$ cat src/hdl/cpg_pkg.sv
// shared constants, types and trig tables for the circle point generator
// no dependencies; every other file refers to it by scoped names
package cpg_pkg;

  localparam int ANGLE_STEPS  = 360;
  localparam int RADIUS_BITS  = 10;
  localparam int COORD_BITS   = RADIUS_BITS + 1;
  localparam int KEY_W        = 2 * COORD_BITS;
  localparam int ANGLE_W      = $clog2(ANGLE_STEPS);
  localparam int COUNT_W      = $clog2(ANGLE_STEPS + 1);
  localparam int COLOR_W      = 8;

  localparam int CFG_INDEX_W  = 4;
  localparam int CFG_DATA_W   = 16;
  localparam logic [CFG_INDEX_W-1:0] REG_RADIUS   = CFG_INDEX_W'(0);
  localparam logic [CFG_INDEX_W-1:0] REG_COLOR_ID = CFG_INDEX_W'(1);

  // trig values are unsigned magnitudes with 16 fraction bits, 1.0 included
  localparam int Q16_W        = 17;
  localparam int Q16_FRAC     = 16;
  localparam int TAYLOR_TERMS = 12;
  localparam logic [63:0] HALF_PI_Q30 = 64'd1686629713;

  // 4*k mod steps only takes multiples of gcd(4, steps)
  localparam int GCD_SHIFT    = (ANGLE_STEPS % 4 == 0) ? 2 : ((ANGLE_STEPS % 2 == 0) ? 1 : 0);
  localparam int TRIG_ENTRIES = ANGLE_STEPS >> GCD_SHIFT;
  localparam int TRIG_IDX_W   = (TRIG_ENTRIES > 1) ? $clog2(TRIG_ENTRIES) : 1;

  typedef logic [TRIG_ENTRIES-1:0][Q16_W-1:0] trig_tab_t;

  // query word that walks down the cell row
  typedef struct packed {
    logic               valid;
    logic [KEY_W-1:0]   key;
    logic [COUNT_W-1:0] left;    // stored points not yet passed
    logic               hit;
    logic               placed;
  } scan_tok_t;

  // taylor term divisor j*(j+1)
  function automatic logic [63:0] div_fact(input logic [63:0] v, input int j);
    logic [63:0] r;
    case (j)
      1:       r = v / 64'd2;
      2:       r = v / 64'd6;
      3:       r = v / 64'd12;
      4:       r = v / 64'd20;
      5:       r = v / 64'd30;
      6:       r = v / 64'd42;
      7:       r = v / 64'd56;
      8:       r = v / 64'd72;
      9:       r = v / 64'd90;
      10:      r = v / 64'd110;
      11:      r = v / 64'd132;
      12:      r = v / 64'd156;
      13:      r = v / 64'd182;
      14:      r = v / 64'd210;
      15:      r = v / 64'd240;
      16:      r = v / 64'd272;
      17:      r = v / 64'd306;
      18:      r = v / 64'd342;
      19:      r = v / 64'd380;
      20:      r = v / 64'd420;
      21:      r = v / 64'd462;
      22:      r = v / 64'd506;
      23:      r = v / 64'd552;
      24:      r = v / 64'd600;
      default: r = v;
    endcase
    return r;
  endfunction

  // series in q30 over the first quadrant, rounded to q16
  function automatic trig_tab_t build_trig(input bit odd);
    trig_tab_t   tab;
    logic [63:0] a;
    logic [63:0] a2;
    logic [63:0] term;
    longint      sum;
    int          n;
    int          j;
    tab = '0;
    for (int idx = 0; idx < TRIG_ENTRIES; idx++) begin
      a    = (HALF_PI_Q30 * 64'(idx << GCD_SHIFT)) / 64'(ANGLE_STEPS);
      a2   = (a * a) >> 30;
      term = odd ? a : (64'd1 << 30);
      sum  = longint'(term);
      for (n = 1; n <= TAYLOR_TERMS; n++) begin
        j    = 2 * n - 1 + (odd ? 1 : 0);
        term = div_fact((term * a2) >> 30, j);
        if ((n & 1) != 0) begin
          sum = sum - longint'(term);
        end else begin
          sum = sum + longint'(term);
        end
      end
      if (sum < 0) begin
        sum = 0;
      end
      if (sum > (longint'(1) << 30)) begin
        sum = longint'(1) << 30;
      end
      tab[idx] = Q16_W'((sum + 8192) >>> 14);
    end
    return tab;
  endfunction

  localparam trig_tab_t SIN_TAB = build_trig(1'b1);
  localparam trig_tab_t COS_TAB = build_trig(1'b0);

endpackage

$ cat src/hdl/cpg_cell.sv
// one cell of the stored point row: holds one point, checks the passing query word
// and claims it when it is the first free cell; uses cpg_pkg
module cpg_cell (
  input  logic              clk,
  input  logic              rst,
  input  cpg_pkg::scan_tok_t tok_in,
  output cpg_pkg::scan_tok_t tok_out
);

  logic [cpg_pkg::KEY_W-1:0] entry;
  logic                      occupied;
  logic                      match;
  logic                      put;
  cpg_pkg::scan_tok_t        tok_next;

  always_comb begin
    occupied = (tok_in.left != '0);
    match    = tok_in.valid && occupied && (entry == tok_in.key);
    // first free cell takes the point unless it was already seen
    put      = tok_in.valid && !occupied && !tok_in.hit && !tok_in.placed;
    tok_next        = tok_in;
    tok_next.left   = occupied ? (tok_in.left - 1'b1) : '0;
    tok_next.hit    = tok_in.hit || match;
    tok_next.placed = tok_in.placed || put;
  end

  always_ff @(posedge clk) begin
    if (rst) begin
      tok_out <= '0;
    end else begin
      tok_out <= tok_next;
    end
    if (put) begin
      entry <= tok_in.key;
    end
  end

endmodule

$ cat config.mk
export PLATFORM = sky130hd
export DESIGN_NAME = cpg_cell
export DESIGN_NICKNAME = d
export VERILOG_FILES = /design/src/hdl/cpg_pkg.sv /design/src/hdl/cpg_cell.sv
export SDC_FILE = /design/constraint.sdc
export NUM_CORES = 1
export LEC_CHECK = 0
export ABC_AREA = 0
export CAP_MARGIN = 20
export CORE_ASPECT_RATIO = 1.1
export CORE_UTILIZATION = 45
export DETAILED_ROUTE_END_ITERATION = 8
export DONT_BUFFER_PORTS = 1
export MAX_ROUTING_LAYER = met4
export SYNTH_ARGS = -nofsm -noshare
export SYNTH_HDL_FRONTEND = slang
export SYNTH_SLANG_ARGS = --single-unit
export TNS_END_PERCENT = 20
$ cat constraint.sdc
create_clock -name clk -period 3.3 [get_ports clk]
set_clock_uncertainty 0.15 [all_clocks]
set_input_delay 0 -clock clk [delete_from_list [all_inputs] [get_ports clk]]
set_output_delay 0 -clock clk [all_outputs]
set_load 0.01 [all_outputs]
==> results of run 1 <==
through the flow:
stage               power (W)  hold WS, ps  cells  cell area, um^2
floorplan           0.0008104       -78.39    144             1951
global placement    0.0008134       -82.49    195             2018
detailed placement  0.0008156       -79.17    195             2018
CTS                  0.001224       0.2317    252             2590
global route         0.001267        12.21    252             2590
finish               0.001212       -21.28    252             2590
final cells by class:
class	instances	area, um^2
timing repair buffer	50	498.0
fill	321	1464
sequential	56	1341
clock inverter	1	5.005
tap	52	65.06
multi-input combinational	82	589.3
clock buffer	7	76.32
inverter	4	15.01
per-layer routing:
metal / routed length, um / vias up / part of all wire
met4: 89 / 0 / 0.024
met3: 231 / 10 / 0.061
met2: 1937 / 48 / 0.51
met1: 1503 / 570 / 0.40
met5: 0 / - / 0
li1: - / 595 / -
worst reg2reg max path: stages (launching register included):
cell,delay [ps]
edfxtp_1,380
xor2_1,150
nor4_1,330
nand4_1,160
o32ai_1,280
power by group through the flow:
stage	clock network, W	logic (W)	registers, W
floorplan	0	0.0000358	0.000775
global placement	0	0.0000362	0.000777
detailed placement	0	0.0000380	0.000778
CTS	0.000358	0.000105	0.000762
global route	0.000387	0.000116	0.000764
finish	0.000345	0.000106	0.000762
cell usage in the layout (no fill, tap or decap), drive strengths merged:
cell type	Yosys	layout
xor2	22	22
o31ai	1	1
clkinv	0	1
nand2	2	2
xnor2	5	5
nor3	1	1
and3b	1	1
o32ai	1	1
dfxtp	34	34
nor3b	1	1
edfxtp	22	22
or4b	1	1
clkbuf	2	7
nor4	6	6
o21bai	1	1
buf	0	1
a21oi	2	2
ha	1	1
or4	1	1
nor2b	23	23
nand4	2	2
dlygate4sd3	0	49
nor2	11	11
inv	4	4
state kept, by name, indices dropped and copies added, names as in the netlist:
| register | flops |
|---|---|
| tok_out | 34 |
| entry | 22 |
cells by family (layout without fill, tap and decap cells):
logic type,Yosys count,in the layout
buffers and inverters,6,62
adders and majority gates,1,1
DFF,56,56
AOI/OAI and AO/OA,5,5
xor gates and xnor gates,27,27
and+or+nand+nor,49,49
path summary, 6_finish.rpt:
path	start	to	slack (ps)	cells past startpoint
min	tok_in[15]	tok_out[1]	-20	4
min reg2reg	entry[18]	tok_out[1]	460	3
max	tok_in[2]	tok_out[7]	640	7
max reg2reg	entry[4]	tok_out[1]	1760	4
timing repair:
item	4_1_cts	5_1_grt
hold buffers	49	0
setup endpoints to repair	0	0
hold endpoints to repair	78	0
==> impl_metrics.py, run 1 <==
metrics = {
    "global_routing": {
        "top_usage_layer": "met2",
        "overflow": 0,
        "grt_max_degree": 28,
        "met1_usage": 0.1994,
        "antenna_found_initial": 0,
        "track_usage": 0.1812,
        "grt_util_met2": 0.3021,
        "grt_pass1_vias": 1279,
        "grt_pass1_wl_um": 5920,
        "use_met3": 0.05484,
    },
    "sta": {
        "fin_hold_ws_ps": -21.28,
        "clock.fmax_ghz": 0.3759,
        "setup_ws_ps": 639.8,
        "tightest_slew_ps": 990.5,
        "rsz0062_at_grt": "false",
        "timing.final.crit_share": 0.8061,
        "timing.setup.tns_ps": 0,
        "fin_crit_ps": 2660,
        "max_slew_margin": 0.3375,
        "drv_slew": 0,
        "hold_viol_final": 1,
        "setup_viol": 0,
    },
    "layout": {
        "drive_above_1_share": 0.06500,
        "final_util": 0.6389,
        "layout.nets": 236,
        "insertedDiodeCount": 0,
        "area_growth_pct": 32.78,
    },
    "synthesis": {
        "synth_edf_count": 22,
        "syn_nets": 181,
        "synth_area_um2": 1951,
        "synthDistinctLibCells": 23,
        "synth_top_family_by_area": "simple AND/OR/NAND/NOR gates",
        "syn_inst": 144,
        "synth-main-ff-cell": "dfxtp_1",
        "yosysWarnings": 0,
        "synth_top_area_share": 0.3489,
        "synth_most_common_cell": "dfxtp_1",
        "synth_fa_ha_area_frac": 0.006414,
        "synthTopCellsByCount": "dfxtp_1 (34), nor2b_1 (23), edfxtp_1 (22), xor2_1 (22), nor2_1 (11)",
        "synth.area.top_cells": "dfxtp_1 (35%), edfxtp_1 (34%), xor2_1 (9.9%)",
        "yosys.area_share.simple": 0.1520,
        "synthMuxAreaShare": 0,
        "synth-xor-area-share": 0.1212,
        "avgSynthCellArea_um2": 13.55,
        "synthArstFlopShare": 0,
        "yosys.area.top_type": "dfxtp_1",
        "synth-seq-area-share": 0.6876,
        "synth_compound_area_frac": 0.02117,
        "ys_ff_latch": 56,
    },
    "drt": {
        "viasPerCell": 4.853,
        "dr.first_iter.drc_count": 74,
        "final_antenna_net_count": 0,
        "route.final.wire_length_um": 3762,
        "wl_per_cell_um": 14.93,
        "drc_errors": 0,
        "firstDrtPassIters": 3,
        "vias": 1223,
    },
    "critical_path": {
        "timing.critical_path.buf_inv": 3,
        "critPathKind": "primary input to flop",
        "critical_path.most_common_cell": "dlygate4sd3_1",
        "cp_slowest_cell": "or4_1",
        "crit_fanout": 4,
        "path_cells": "dlygate4sd3_1 > or4_1 > nor2_1 > xnor2_1 > dlygate4sd3_1 > nor2_1 > dlygate4sd3_1",
        "cpPeakStageDelay_ps": 620,
        "worstSetupEndpointType": "flop",
        "worst_setup_path_start_kind": "primary input",
        "cp_top_family": "buffers and inverters",
        "required_ps": 3340,
        "critPathArrivalTime_ps": 2700,
    },
    "power_and_ir_drop": {
        "swShare": 0.2138,
        "p_sw_w": 0.0002592,
        "power_frac_comb": 0.087,
        "ir_drop_uv": 355.6,
        "power_density_nw_per_um2": 468.1,
        "p_leak_nw": 0.9752,
        "seqPwrFrac": 0.628,
        "intPower_w": 0.0009531,
        "clkPwrFrac": 0.285,
    },
    "clock_tree": {
        "cts_tree": "yes",
        "cts.path.max_buffers": 2,
        "cts_sinks": 56,
        "post_cts_buffers": 0,
        "clock-root-buffer": "clkbuf_8",
        "clock_latency_ps": 300,
        "htree_levels": 2,
        "numCtsBuffers": 5,
        "cts.repair.resized": 0,
        "path_clk_slew_ps": 90,
    },
    "min_path": {
        "min_path_type": "primary input to flop",
    },
    "die": {
        "core-area_um2": 4054,
        "io-pin-count": 70,
        "fp.dieW_um": 64.78,
        "die_y_um": 71.05,
        "row_count": 24,
        "dieArea_um2": 4602,
        "initial_utilization": 0.4812,
    },
    "outcome": {
        "violations": "hold timing",
        "status": "complete, but fails checks",
    },
    "placement": {
        "place_ws_ps": 1266,
        "hpwl_um": 2282,
        "numPortBuffers": 0,
        "gp_congestion": 0.7327,
    },
    "run": {
        "maxCapViolations": 0,
    },
}
Note: power is estimated with default switching activity, not from simulation.
==> run 2, diff against run 1 <==
Clock period 3.3 ns to 2.15 ns, I/O delays scaled along.
==> impl_metrics.py, run 2 (synthesis gave the netlist of run 1 again) <==
metrics = {
    "placement": {
        "gp_congestion": 0.7386,
        "dpl.cell_count": 195,
        "hpwl_um": 2286,
        "placed_area_um2": 2036,
        "numPortBuffers": 0,
    },
    "critical_path": {
        "required_ps": 2240,
        "worst_setup_path_start_kind": "primary input",
        "critPathKind": "primary input to flop",
        "path_cells": "dlygate4sd3_1 > nor3b_2 > nand2_1 > or4b_4 > a21oi_2 > dlygate4sd3_1",
        "worstSetupEndpointType": "flop",
        "cp_slowest_cell": "dlygate4sd3_1",
        "cpPeakStageDelay_ps": 590,
        "critPathArrivalTime_ps": 2260,
        "critical_path.most_common_cell": "dlygate4sd3_1",
        "crit_fanout": 3,
    },
    "die": {
        "row_count": 24,
        "initial_utilization": 0.4812,
        "io-pin-count": 70,
        "fp.dieW_um": 64.78,
        "die_y_um": 71.05,
        "core-area_um2": 4054,
        "dieArea_um2": 4602,
    },
    "layout": {
        "regMostFlops": "tok_out",
        "top_regs": "tok_out x34, entry x22",
        "instances_no_fill": 247,
        "largest_register_ffs": 34,
        "layout_commonest_cell": "dlygate4sd3_1",
        "insertedDiodeCount": 0,
        "fillers": 310,
        "layout_common_cells": "dlygate4sd3_1 (44), dfxtp_1 (34), nor2b_1 (23)",
        "final_util": 0.6364,
        "area_growth_pct": 32.26,
        "drive_above_1_share": 0.07179,
        "final_cell_area_um2": 2580,
        "layout.nets": 231,
    },
    "power_and_ir_drop": {
        "power_density_nw_per_um2": 726.8,
        "clkPwrFrac": 0.296,
        "ir_drop_uv": 511.4,
        "p_leak_nw": 0.9509,
        "p_sw_w": 0.0003886,
        "swShare": 0.2072,
        "power_frac_comb": 0.081,
        "seqPwrFrac": 0.623,
        "intPower_w": 0.001487,
    },
    "drt": {
        "dr.first_iter.drc_count": 61,
        "viasPerCell": 4.846,
        "wl_per_cell_um": 14.45,
        "final_antenna_net_count": 0,
        "firstDrtPassIters": 2,
        "vias": 1197,
        "drc_errors": 0,
        "route.final.wire_length_um": 3570,
    },
    "sta": {
        "tightest_slew_ps": 948.9,
        "fin_crit_ps": 2166,
        "max_slew_margin": 0.3653,
        "rsz0062_at_grt": "true",
        "setup_viol": 1,
        "timing.final.crit_share": 1.007,
        "hold_viol_final": 0,
        "fin_hold_ws_ps": 32.77,
        "clock.fmax_ghz": 0.4617,
        "drv_slew": 0,
        "setup_ws_ps": -15.69,
    },
    "clock_tree": {
        "numCtsBuffers": 5,
        "cts_tree": "yes",
        "htree_levels": 2,
        "cts.path.max_buffers": 2,
        "cts_sinks": 56,
        "path_clk_slew_ps": 90,
        "clock_latency_ps": 300,
        "clock-root-buffer": "clkbuf_8",
        "post_cts_buffers": 0,
    },
    "global_routing": {
        "grt_pass1_wl_um": 5761,
        "grt_max_degree": 28,
        "track_usage": 0.1729,
        "antenna_found_initial": 0,
        "overflow": 0,
        "grt_pass1_vias": 1253,
    },
    "min_path": {
        "min_path_type": "primary input to flop",
    },
    "run": {
        "maxCapViolations": 0,
    },
    "outcome": {
        "violations": "setup timing",
        "status": "complete, but fails checks",
    },
}
[run 2: timing repair]
action                                  CTS  global route
resized for setup                         0             2
endpoints found under the setup margin    0             6
endpoints found under the hold margin    78             0
hold buffers                             44             0
[run 2: routing by layer]
layer,part of all wire,track usage
met3,0.057,0.04032
met1,0.39,0.1926
met4,0.020,0.08889
met5,0,-
met2,0.53,0.2859
[run 2: through the flow]
stage	TNS (ps)	total power [W]	setup slack (ps)
3_3_place_gp	0	0.001249	273.5
4_1_cts	0	0.001897	33.25
3_5_place_dp	0	0.001252	215.6
5_1_grt	-85.77	0.001950	-85.77
6_report	-15.69	0.001875	-15.69
2_1_floorplan	0	0.001244	189.9
[run 2: worst max-delay path: cells and delay by family]
| kind | cells | cell delay, ps |
|---|---|---|
| buffers and inverters | 2 | 1160 |
| AND/OR/NAND/NOR | 3 | 930 |
| AO/OA/AOI/OAI | 1 | 150 |
[run 2: final timing paths]
path	cells after the start	slack (ps)	start	to
worst max-delay path	6	-20	tok_in[4]	tok_out[0]
worst min-delay path	3	30	tok_in[1]	entry[8]
worst max register to register	4	630	entry[2]	tok_out[1]
worst min register to register	3	460	entry[18]	tok_out[1]
[run 2: power by group through the flow]
stage | Clock (W) | Sequential (W) | Combinational (W)
after floorplan | 0 | 0.00119 | 0.0000550
after global placement | 0 | 0.00119 | 0.0000556
after detailed placement | 0 | 0.00119 | 0.0000584
after CTS | 0.000577 | 0.00117 | 0.000151
after global routing | 0.000610 | 0.00117 | 0.000168
final | 0.000554 | 0.00117 | 0.000153
[run 2: cell type report]
class,count,area (um^2),share of cell area
Multi-Input combinational cell,82,608.1,0.2357
Timing Repair Buffer,45,460.4,0.1785
Sequential cell,56,1341,0.5199
Tap cell,52,65.06,0.02522
Inverter,4,15.01,0.005820
Clock buffer,7,86.33,0.03346
Clock inverter,1,3.754,0.001455
